==> src/hdl/irc_pkg.sv <==
// irc_pkg: widths, constants, digit helpers and controller/datapath
// interface structs for the integer radix converter. No dependencies.
`default_nettype none

package irc_pkg;

   localparam int VALUE_BITS = 63;
   localparam int MAX_DIGITS = 64;
   localparam int ADDR_W     = $clog2(MAX_DIGITS);
   localparam int CNT_W      = $clog2(MAX_DIGITS + 1);
   localparam int BITCNT_W   = $clog2(VALUE_BITS);
   localparam int BASE_W     = 6;
   localparam int REM_W      = BASE_W + 1;
   localparam int CHAR_W     = 7;

   localparam logic [CNT_W-1:0]    RESULT_CAP     = CNT_W'(63);
   localparam logic [CNT_W-1:0]    DIGIT_LIMIT    = CNT_W'(MAX_DIGITS);
   localparam logic [BITCNT_W-1:0] LAST_BIT       = BITCNT_W'(VALUE_BITS - 1);
   localparam logic [BASE_W-1:0]   BASE_MIN       = BASE_W'(2);
   localparam logic [BASE_W-1:0]   BASE_MAX       = BASE_W'(36);
   localparam logic [BASE_W-1:0]   BASE_RESET     = BASE_W'(10);
   localparam logic [BASE_W-1:0]   DECIMAL_LIMIT  = BASE_W'(10);
   localparam logic [CHAR_W-1:0]   ASCII_ZERO     = CHAR_W'(48);
   localparam logic [CHAR_W-1:0]   ASCII_LETTER_A = CHAR_W'(65);

   // controller -> datapath
   typedef struct packed {
      logic start;        // load value, clear digit count
      logic div_step;     // one restoring division bit
      logic store_digit;  // write remainder, restart divider
      logic rd_start;     // point read index at the top digit
      logic rd_next;      // step read index down
      logic load_out;     // capture digit into the output register
   } dp_cmd_type;

   // datapath -> controller
   typedef struct packed {
      logic bit_last;
      logic quotient_zero;
      logic rd_idx_zero;
   } dp_status_type;

   function automatic logic [BASE_W-1:0] effective_base(input logic [BASE_W-1:0] raw);
      logic [BASE_W-1:0] b;
      b = raw;
      if (raw < BASE_MIN) b = BASE_MIN;
      else if (raw > BASE_MAX) b = BASE_MAX;
      return b;
   endfunction

   function automatic logic [CHAR_W-1:0] digit_to_ascii(input logic [BASE_W-1:0] d);
      logic [CHAR_W-1:0] c;
      if (d < DECIMAL_LIMIT) c = ASCII_ZERO + CHAR_W'(d);
      else c = ASCII_LETTER_A + CHAR_W'(d - DECIMAL_LIMIT);
      return c;
   endfunction

endpackage

`default_nettype wire

==> src/hdl/irc_ram.sv <==
// irc_ram: generic single-write, single-read RAM with registered read data.
// No dependencies.
`default_nettype none

module irc_ram #(
   parameter int WIDTH = 8,
   parameter int DEPTH = 64
) (
   input  wire logic                     clock,
   input  wire logic                     wr_en,
   input  wire logic [$clog2(DEPTH)-1:0] wr_addr,
   input  wire logic [WIDTH-1:0]         wr_data,
   input  wire logic [$clog2(DEPTH)-1:0] rd_addr,
   output logic      [WIDTH-1:0]         rd_data
);

   logic [WIDTH-1:0] mem [DEPTH];

   always_ff @(posedge clock) begin
      if (wr_en) begin
         mem[wr_addr] <= wr_data;
      end
      rd_data <= mem[rd_addr];
   end

endmodule

`default_nettype wire

==> src/hdl/irc_ctrl.sv <==
// irc_ctrl: sequencing state machine for the radix converter.
// Depends on irc_pkg (command/status structs).
`default_nettype none

module irc_ctrl (
   input  wire logic                   clock,
   input  wire logic                   reset,
   input  wire logic                   req_valid,
   output logic                        req_stall,
   output logic                        rsp_valid,
   input  wire logic                   rsp_stall,
   output irc_pkg::dp_cmd_type         cmd,
   input  wire irc_pkg::dp_status_type status
);

   localparam logic [2:0] S_IDLE  = 3'd0;
   localparam logic [2:0] S_DIV   = 3'd1;
   localparam logic [2:0] S_STORE = 3'd2;
   localparam logic [2:0] S_SETUP = 3'd3;
   localparam logic [2:0] S_FETCH = 3'd4;
   localparam logic [2:0] S_LOAD  = 3'd5;
   localparam logic [2:0] S_SHOW  = 3'd6;

   logic [2:0] state_ff;
   logic [2:0] state_in;

   always_comb begin
      state_in = state_ff;
      cmd      = '0;
      unique case (state_ff)
         S_IDLE: begin
            if (req_valid) begin
               cmd.start = 1'b1;
               state_in  = S_DIV;
            end
         end
         S_DIV: begin
            cmd.div_step = 1'b1;
            if (status.bit_last) state_in = S_STORE;
         end
         S_STORE: begin
            cmd.store_digit = 1'b1;
            state_in = status.quotient_zero ? S_SETUP : S_DIV;
         end
         S_SETUP: begin
            cmd.rd_start = 1'b1;
            state_in = S_FETCH;
         end
         S_FETCH: begin
            state_in = S_LOAD;
         end
         S_LOAD: begin
            cmd.load_out = 1'b1;
            state_in = S_SHOW;
         end
         S_SHOW: begin
            if (!rsp_stall) begin
               if (status.rd_idx_zero) begin
                  state_in = S_IDLE;
               end else begin
                  cmd.rd_next = 1'b1;
                  state_in = S_FETCH;
               end
            end
         end
         default: begin
            state_in = S_IDLE;
         end
      endcase
   end

   always_ff @(posedge clock) begin
      if (reset) begin
         state_ff <= S_IDLE;
      end else begin
         state_ff <= state_in;
      end
   end

   assign req_stall = (state_ff != S_IDLE);
   assign rsp_valid = (state_ff == S_SHOW);

endmodule

`default_nettype wire

==> src/hdl/irc_dpath.sv <==
// irc_dpath: base register, bit-serial restoring divider, digit counter,
// digit store and output register. Depends on irc_pkg and irc_ram.
`default_nettype none

module irc_dpath (
   input  wire logic                                 clock,
   input  wire logic                                 reset,
   input  wire logic                                 csr_wr_en,
   input  wire logic [irc_pkg::BASE_W-1:0]           csr_wr_data,
   input  wire logic [irc_pkg::VALUE_BITS-1:0]       value,
   input  wire irc_pkg::dp_cmd_type                  cmd,
   output irc_pkg::dp_status_type                    status,
   output logic      [irc_pkg::CHAR_W-1:0]           out_char,
   output logic                                      out_last
);

   logic [irc_pkg::BASE_W-1:0]     base_ff;
   logic [irc_pkg::VALUE_BITS-1:0] quotient_ff, quotient_in;
   logic [irc_pkg::REM_W-1:0]      rem_ff, rem_in;
   logic [irc_pkg::BITCNT_W-1:0]   bit_cnt_ff, bit_cnt_in;
   logic [irc_pkg::CNT_W-1:0]      count_ff, count_in;
   logic [irc_pkg::ADDR_W-1:0]     rd_idx_ff, rd_idx_in;
   logic [irc_pkg::CHAR_W-1:0]     char_ff;
   logic                           last_ff;

   logic [irc_pkg::BASE_W-1:0]     base_eff;
   logic [irc_pkg::REM_W-1:0]      rem_shift;
   logic                           rem_ge;
   logic [irc_pkg::CNT_W-1:0]      count_clip;
   logic                           store_wr;
   logic [irc_pkg::BASE_W-1:0]     rd_digit;

   assign base_eff  = irc_pkg::effective_base(base_ff);
   // one restoring step: bring down the next dividend bit, subtract if it fits
   assign rem_shift = {rem_ff[irc_pkg::REM_W-2:0], quotient_ff[irc_pkg::VALUE_BITS-1]};
   assign rem_ge    = (rem_shift >= {1'b0, base_eff});
   assign count_clip = (count_ff > irc_pkg::RESULT_CAP) ? irc_pkg::RESULT_CAP : count_ff;
   assign store_wr  = cmd.store_digit && (count_ff < irc_pkg::DIGIT_LIMIT);

   always_comb begin
      quotient_in = quotient_ff;
      rem_in      = rem_ff;
      bit_cnt_in  = bit_cnt_ff;
      count_in    = count_ff;
      rd_idx_in   = rd_idx_ff;
      priority if (cmd.start) begin
         quotient_in = value;
         rem_in      = '0;
         bit_cnt_in  = '0;
         count_in    = '0;
      end else if (cmd.div_step) begin
         quotient_in = {quotient_ff[irc_pkg::VALUE_BITS-2:0], rem_ge};
         rem_in      = rem_ge ? (rem_shift - {1'b0, base_eff}) : rem_shift;
         bit_cnt_in  = bit_cnt_ff + 1'b1;
      end else if (cmd.store_digit) begin
         rem_in     = '0;
         bit_cnt_in = '0;
         if (store_wr) count_in = count_ff + 1'b1;
      end else if (cmd.rd_start) begin
         rd_idx_in = irc_pkg::ADDR_W'(count_clip - 1'b1);
      end else if (cmd.rd_next) begin
         rd_idx_in = rd_idx_ff - 1'b1;
      end
   end

   always_ff @(posedge clock) begin
      if (reset) begin
         base_ff  <= irc_pkg::BASE_RESET;
         count_ff <= '0;
      end else begin
         if (csr_wr_en) base_ff <= csr_wr_data;
         count_ff <= count_in;
      end
   end

   always_ff @(posedge clock) begin
      quotient_ff <= quotient_in;
      rem_ff      <= rem_in;
      bit_cnt_ff  <= bit_cnt_in;
      rd_idx_ff   <= rd_idx_in;
      if (cmd.load_out) begin
         char_ff <= irc_pkg::digit_to_ascii(rd_digit);
         last_ff <= (rd_idx_ff == '0);
      end
   end

   irc_ram #(
      .WIDTH (irc_pkg::BASE_W),
      .DEPTH (irc_pkg::MAX_DIGITS)
   ) u_digit_store (
      .clock   (clock),
      .wr_en   (store_wr),
      .wr_addr (count_ff[irc_pkg::ADDR_W-1:0]),
      .wr_data (rem_ff[irc_pkg::BASE_W-1:0]),
      .rd_addr (rd_idx_ff),
      .rd_data (rd_digit)
   );

   assign status.bit_last      = (bit_cnt_ff == irc_pkg::LAST_BIT);
   assign status.quotient_zero = (quotient_ff == '0);
   assign status.rd_idx_zero   = (rd_idx_ff == '0);

   assign out_char = char_ff;
   assign out_last = last_ff;

endmodule

`default_nettype wire

==> src/hdl/integer_radix_conversion.sv <==
// integer_radix_conversion: top level of the radix converter.
// Depends on irc_pkg, irc_ctrl, irc_dpath (which holds irc_ram).
`default_nettype none

// Converts one 63-bit unsigned value per transaction into its ASCII digit
// string in the base held in the 6-bit csr register (reset 10; values below
// 2 act as 2, above 36 act as 36). Digits come out one per rsp transaction,
// most significant first, as '0'-'9' then 'A'-'Z'; rsp_is_last marks the
// final, least significant digit. A zero value yields the single digit '0'.
// The block works on one value at a time: req_stall is high from the
// accepted req transaction until the last digit's rsp transaction is taken.
// Each digit costs one pass of a shared bit-serial restoring divider, one
// quotient bit per cycle, then a store of the remainder. Emission reads
// the digit store (registered-read RAM) through fetch, load and show
// states per digit, holding each digit while rsp_stall is high. Write the
// csr only while the block is idle.
module integer_radix_conversion (
   input  wire logic                             clock,
   input  wire logic                             reset,
   // configuration
   input  wire logic                             csr_wr_en,
   input  wire logic [irc_pkg::BASE_W-1:0]       csr_wr_data,
   // input channel
   input  wire logic                             req_valid,
   output logic                                  req_stall,
   input  wire logic [irc_pkg::VALUE_BITS-1:0]   req_value,
   // result channel
   output logic                                  rsp_valid,
   input  wire logic                             rsp_stall,
   output logic      [irc_pkg::CHAR_W-1:0]       rsp_digit_char,
   output logic                                  rsp_is_last
);

   irc_pkg::dp_cmd_type    cmd;
   irc_pkg::dp_status_type status;

   // sequencing only; all arithmetic and storage sit in the datapath
   irc_ctrl u_ctrl (
      .clock     (clock),
      .reset     (reset),
      .req_valid (req_valid),
      .req_stall (req_stall),
      .rsp_valid (rsp_valid),
      .rsp_stall (rsp_stall),
      .cmd       (cmd),
      .status    (status)
   );

   irc_dpath u_dpath (
      .clock       (clock),
      .reset       (reset),
      .csr_wr_en   (csr_wr_en),
      .csr_wr_data (csr_wr_data),
      .value       (req_value),
      .cmd         (cmd),
      .status      (status),
      .out_char    (rsp_digit_char),
      .out_last    (rsp_is_last)
   );

endmodule

`default_nettype wire

==> config.mk <==
export PLATFORM = sky130hd
export DESIGN_NAME = integer_radix_conversion
export DESIGN_NICKNAME = d
export VERILOG_FILES = /design/src/hdl/irc_pkg.sv /design/src/hdl/irc_ram.sv /design/src/hdl/irc_ctrl.sv /design/src/hdl/irc_dpath.sv /design/src/hdl/integer_radix_conversion.sv
export SDC_FILE = /design/constraint.sdc
export NUM_CORES = 1
export LEC_CHECK = 0
export ABC_AREA = 1
export ABC_CLOCK_PERIOD_IN_PS = 2600
export BUFFER_PORTS_ARGS = -buffer_cell sky130_fd_sc_hd__buf_2
export CAP_MARGIN = 20
export CORE_UTILIZATION = 50
export DETAILED_ROUTE_END_ITERATION = 7
export PLACE_DENSITY = 0.69
export SYNTH_ARGS = -nofsm -noshare
export SYNTH_HDL_FRONTEND = slang
export SYNTH_SLANG_ARGS = --single-unit
==> constraint.sdc <==
create_clock -name clock -period 2.6 [get_ports clock]
set_input_delay 0.26 -clock clock [delete_from_list [all_inputs] [get_ports clock]]
set_output_delay 0.26 -clock clock [all_outputs]
set_load 0.02 [all_outputs]
; Yosys cells after proc, flatten, opt, wreduce, memory -nomap -nowiden
; Memories as Yosys holds them, arrays and structs flattened. A register that Yosys moved wholly into a read port is not among the register bits.
; Cells that the tools add are included.
[word_totals]
reg_bits = 105
latchBits = 0
mem_bits_rw = 384
rom_bits = 0
input_bits = 74
output_inout_bits = 10
elab_cells = 79
n_memories = 1
[memory_table]
columns = name, depth, width, rd, rd_clocked_by_memory_dff, wr, line_no
row1 = u_dpath.u_digit_store.mem, 64, 6, 1, 1, 1, irc_ram.sv:17  ; logic [WIDTH-1:0] mem [DEPTH];
[classes]
add_sub_neg = 8
mul = 0
div_mod_pow = 0
order_cmp = 6
n_eq_ne = 10
n_shift = 0
n_mux = 30
bitwise = 3
reduce_logical = 12
[op_table]
columns = operator, n
row1 = 63-bit 2-to-1 mux, 2
row2 = 63-bit logical NOT, 1
row3 = 6-bit 2-to-1 mux, 10
row4 = 3-bit case mux with 7 select lines, 1
row5 = 3-bit 2-to-1 mux, 4
row6 = 6-bit by 1-bit subtractor with 6-bit output (second input constant), 2
row7 = 1-bit 2-to-1 mux, 11
row8 = 3-bit == test (second input constant), 3
row9 = 6-bit by 6-bit adder with 7-bit output (first input constant), 1
row10 = 7-bit by 1-bit adder with 7-bit output (second input constant), 1
row11 = 7-bit adder (first input constant), 1
row12 = 7-bit by 6-bit >= comparator with 1-bit output, 1
row13 = 7-bit by 6-bit > comparator with 1-bit output (second input constant), 1
row14 = 7-bit less-than comparator (second input constant), 1
row15 = 7-bit 2-to-1 mux, 1
row16 = 6-bit by 4-bit subtractor with 7-bit output (second input constant), 1
row17 = 6-bit by 1-bit adder with 6-bit output (second input constant), 1
row18 = 3-bit by 2-bit == test with 1-bit output (second input constant), 2
row19 = 6-bit == test (second input constant), 1
row20 = 6-bit > comparator (second input constant), 1
row21 = 6-bit logical NOT, 1
row22 = 6-bit by 2-bit less-than comparator with 1-bit output (second input constant), 1
row23 = 6-bit by 4-bit less-than comparator with 1-bit output (second input constant), 1
row24 = 2-bit inequality test (second input constant), 3
row25 = 11 further kinds, 16

; Depth between registers and ports, before layout
[depth]
word_depth = 6
depth_mapped = 15
ltp_nobuf = 14

; Cells and area by module
; Synthesis repeated with hierarchy kept, for this count alone.
[hier_totals]
cells_unflattened = 2022
hier_area_um2 = 21335.5
[by_module_without_submodules]
columns = mod, n_inst, cells_per_inst, area_each_um2, seq_area_each_um2
row1 = irc_ram, 1, 1376, 15930.3, 11651.2
row2 = irc_dpath, 1, 604, 5165.0, 2812.7
row3 = irc_ctrl, 1, 42, 240.2, 60.1

; Worst setup path before layout
; No wires, ideal clock.
[synth_timing]
kind = reg-to-reg
from = reg u_ctrl.state_ff[1]
to = reg u_dpath.quotient_ff[0] in the netlist's numbering, enable pin
setup_ns = 0.417
t_arrival_ns = 2.534
required_ns = 2.183
setup_slack_ns = -0.351
stages_incl_launch_ff = 10
n_path_buf = 4
period_less_slack_ns = 2.951
path_cell_list = dfxtp_1 -> clkbuf_2 -> inv_1 -> nand2_1 -> nor2_1 -> buf_4 -> buf_6 -> buf_2 -> nor2_1 -> inv_1
[synth_via]
elab_chain_len = 3
word_cells_on_any_way = 5
classes_between = 1 x eq/ne / 2 x mux / 2 x reduce/logical
[synth_lines]
columns = element, line_no
row1 = from (decl), irc_ctrl.sv:24  ; logic [2:0] state_ff;
row2 = from (signal assigned), irc_ctrl.sv:76  ; state_ff <= state_in;
row3 = 3-bit by 1-bit == test with 1-bit output or 3-bit logical NOT (tied branches), irc_ctrl.sv:30  ; unique case (state_ff)
row4 = 1-bit 2-to-1 mux, irc_ctrl.sv:30
row5 = 2-bit nonzero test (no source line) (*), n/a
row6 = to (signal assigned), irc_dpath.sv:77  ; quotient_ff <= quotient_in;
row7 = to (decl), irc_dpath.sv:18  ; logic [irc_pkg::VALUE_BITS-1:0] quotient_ff, quotient_in;
; Mark *: on every way between the ends. The rest lies on a longest branch, timed or not.
; A chain may end at the register's enable or synchronous reset.

; Final worst setup path
[layout_timing]
from = reg u_ctrl.state_ff[0]
to = mem u_dpath.u_digit_store.mem[10][2] in the netlist's numbering, enable pin
[layout_via]
elab_chain_len = 5
[layout_lines]
columns = element, line_no
row1 = 3-bit by 2-bit == test with 1-bit output, irc_ctrl.sv:30
row2 = 1-bit 2-to-1 mux, irc_ctrl.sv:30
row3 = 1-bit logical AND, irc_dpath.sv:38  ; assign store_wr = cmd.store_digit && (count_ff < irc_pkg::DIGIT_LIMIT);
row4 = 1-bit 2-to-1 mux, irc_ram.sv:20  ; if (wr_en) begin
row5 = 1-bit 2-to-1 mux (not written as such), irc_ram.sv:21  ; mem[wr_addr] <= wr_data;
row6 = to (decl), irc_ram.sv:17
; Every way passes these cells.

==> metrics.txt <==
top cell type's share of synthesized area 64.8%; Startpoint Class flip-flop; Ys Warns 0; Via density 5.42; DRC 0; period utilization 92.6%; setup bufs post-CTS 0; Clock Skews 32.8 ps; CP Capture Type flip-flop; CTS tree built; first-pass GRT wire length 80,500 um; Hold Fails Final Rpt 0; cell taking the most area after synthesis edfxtp_1; placed instance area 22,500 sq um; all-layer global routing usage 23.8%; Hold EP u_dpath.base_ff[5]$_SDFFE_PP0P_; via count 15,300; clk slew on worst S/H paths approximately 60 ps; multi-input logic area 5810 sq um; Ports between 80 and 90; Die Y around 210 um; Crit. Startpoint u_ctrl.state_ff[0]$_SDFFE_PP0P_; worst-margin pin slew 867 ps; ANT nets after route 0; clock sinks 495; fmax 415 MHz; post-synth cell types 36; Max-Cap Viols 0; final instance area roughly 25,000 sq um; row count 75; initial DRC count approximately 1,500; mapped cell area 21,400 sq um; core area approximately 42,000 sq um; Data required, critical path 2830 ps; diode count 0; sequential area share after synthesis 67.9%; Port Buffers 83; Hold Path Stages 3; Initial Utilization between 50% and 60%; FF+latch count, synth about 500; type of the worst setup path reg2reg; Relative slew margins between 40% and 50%; DR pass1 iterations 8; largest net degree at the start of global routing 193; CTS max path bufs 3; reg2reg end u_dpath.u_digit_store.mem[10][2]$_DFFE_PP_; LEAKAGE 9.87 nW; Synth Net Count ~2,200; RSZ-0062 raised after global routing false; Num CTS Buffers 50; setup TNS 0 ps; Detail Placement HPWL 29,900 um; Clock Tree Root clkbuf_16; area delta synth->final 17.4%; Synth Instances 2,074; register area 14,500 sq um; fraction of layout cells with a size suffix above 1 between 10% and 20%; DIE WIDTH between 200 and 250 um; fillers 3,393; outcome completed; VDD IR max roughly 0.7 mV; Final Wtd Congestion 0.903; initial antenna violation count 0; hold path startpoint csr_wr_data[5]; DR WL/cell between 15 and 20 um; min Tclk post-route 2410 ps; worst min path class in2reg; Slew Limit Fails 0; reg2reg path depth 6; Setup Viol. Count Final 0; PD cells 939 nW/um^2; Arrival @ worst endpoint 2630 ps; nets@finish 2,326; main area contributors after synthesis edfxtp_1, nand2_1, nand3_1; clk_lat worst skew 600 ps; r2r setup slk a little under 200 ps; CP Max Fanout 11; Total Wirelength a little over 50,000 um; # H-tree levels 2; Remaining Overflow, GRT 0; synthesized area per cell 10.3 sq um; number of global-route vias before repair approximately 15,000; DIE AREA 43,600 sq um; worst r2r src u_ctrl.state_ff[0]$_SDFFE_PP0P_
[Yosys cell counts]
library cell	n
xnor2_1	4
buf_2	60
buf_1	7
inv_1	162
nor2_2	1
clkbuf_1	23
o21bai_1	1
o21ai_1	22
ha_1	14
o21ai_0	83
fa_1	1
nand3_2	1
o211ai_1	1
buf_4	2
a211oi_1	2
nand3b_1	1
or2_2	2
nand3_1	284
nor3_1	15
buf_6	1
nand2_1	655
inv_2	2
and2_1	1
nor4_1	4
o31ai_1	1
dfxtp_1	34
nor2_4	1
nor2_1	169
a21oi_1	29
clkbuf_2	1
nor3b_1	1
xor2_1	4
nand4_1	18
edfxtp_1	461
clkinv_1	2
o22ai_1	4
[stage by stage]
stage / hold WS (ps) / worst slack (ps) / power [mW] / cells / utilization, %
floorplan: 338 / 26.1 / 13.9 / 2074 / -
global placement: 461 / 244 / 15.5 / 2652 / 53.6
detailed placement: 458 / 168 / 15.6 / 2652 / 53.6
CTS: 15.6 / 165 / 23.6 / 2817 / 59.7
global route: 49.2 / 29.5 / 24.6 / 2817 / 59.7
finish: 28.1 / 193 / 23.6 / 2817 / 59.7
[kinds of logic after synthesis]
kind of cell,Yosys count,synth area share [%]
compound gates,143,3.43
xor+xnor,8,0.328
fa+ha+maj,15,0.913
buf+inv,260,4.99
flops,495,67.9
simple gates,1153,22.4
[layout by cell type, fill, tap and decap left out, types with 4 or more instances in the layout]
cell / count
nand2_1: 654
edfxtp_1: 461
nand3_1: 283
nor2_1: 167
inv_1: 160
o21ai_0: 83
buf_2: 83
dlygate4sd3_1: 72
clkbuf_16: 53
buf_4: 41
a21oi_1: 29
dfxtp_1: 28
o21ai_1: 22
nand4_1: 18
clkinv_1: 15
nor3_1: 14
ha_1: 14
bufinv_16: 12
clkinv_2: 11
buf_12: 9
dfxtp_2: 6
xnor2_1: 4
xor2_1: 4
o22ai_1: 4
nor4_1: 4
[registers in the layout (all words and copies together) (netlist names), 3 cells and up]
register,flops
u_dpath.rd_idx_ff,6
u_dpath.quotient_ff,63
u_dpath.base_ff,6
u_dpath.u_digit_store.rd_data,6
u_ctrl.state_ff,3
u_dpath.out_char,7
u_dpath.count_ff,7
u_dpath.rem_ff,6
u_dpath.u_digit_store.mem,384
u_dpath.bit_cnt_ff,6
[worst max-delay path, stage by stage, from the launching register on]
cell and delay (ps):
dfxtp_1 340, nor2_1 170, nand2_1 180, nor2_1 120
buf_4 180, nand4_1 460, nor2_1 600
[power by group]
group / internal [mW] / switching, mW / leakage [nW] / total (mW)
logic: 1.45 / 3.60 / 4.43 / 5.04
registers: 10.3 / 0.331 / 4.54 / 10.6
clock network: 4.88 / 3.06 / 0.903 / 7.94
total: 16.6 / 6.99 / 9.87 / 23.6
[metal layers]
metal | wire [um] | vias to the layer above | GRT usage, %
met3 | 4250 | 100 | 5.17
met2 | 24700 | 595 | 40.2
met4 | 1540 | 0 | 7.94
met5 | 0 | - | 0
li1 | - | 7344 | -
met1 | 20800 | 7216 | 30.5
[what timing repair did]
action	CTS	global route
setup endpoints to repair	0	6
gates resized for setup	0	1
hold buffers	72	0
endpoints found under the hold margin	69	0
[worst max-delay path by stage]
| stage | end | slack [ps] | depth (start not counted) |
|---|---|---|---|
| detailed placement | u_dpath.rem_ff[4]$_SDFFE_PP0P_ | 170 | 13 |
| CTS | u_dpath.rem_ff[4]$_SDFFE_PP0P_ | 160 | 13 |
| global route | u_dpath.rem_ff[4]$_SDFFE_PP0P_ | 30 | 14 |
| global placement | u_dpath.rem_ff[4]$_SDFFE_PP0P_ | 240 | 13 |
| floorplan | u_dpath.quotient_ff[0]$_DFFE_PP_ | 30 | 9 |
| finish | u_dpath.u_digit_store.mem[10][2]$_DFFE_PP_ | 190 | 6 |
[final cells by class]
| class | count | area share [%] |
|---|---|---|
| sequential | 495 | 57.9 |
| multi-input combinational | 1319 | 23.2 |
| tap | 539 | 2.69 |
| inverter | 166 | 2.51 |
| clock inverter | 40 | 1.99 |
| clock buffer | 53 | 5.29 |
| timing repair buffer | 205 | 6.47 |
Note: power is estimated with default switching activity, not from simulation.
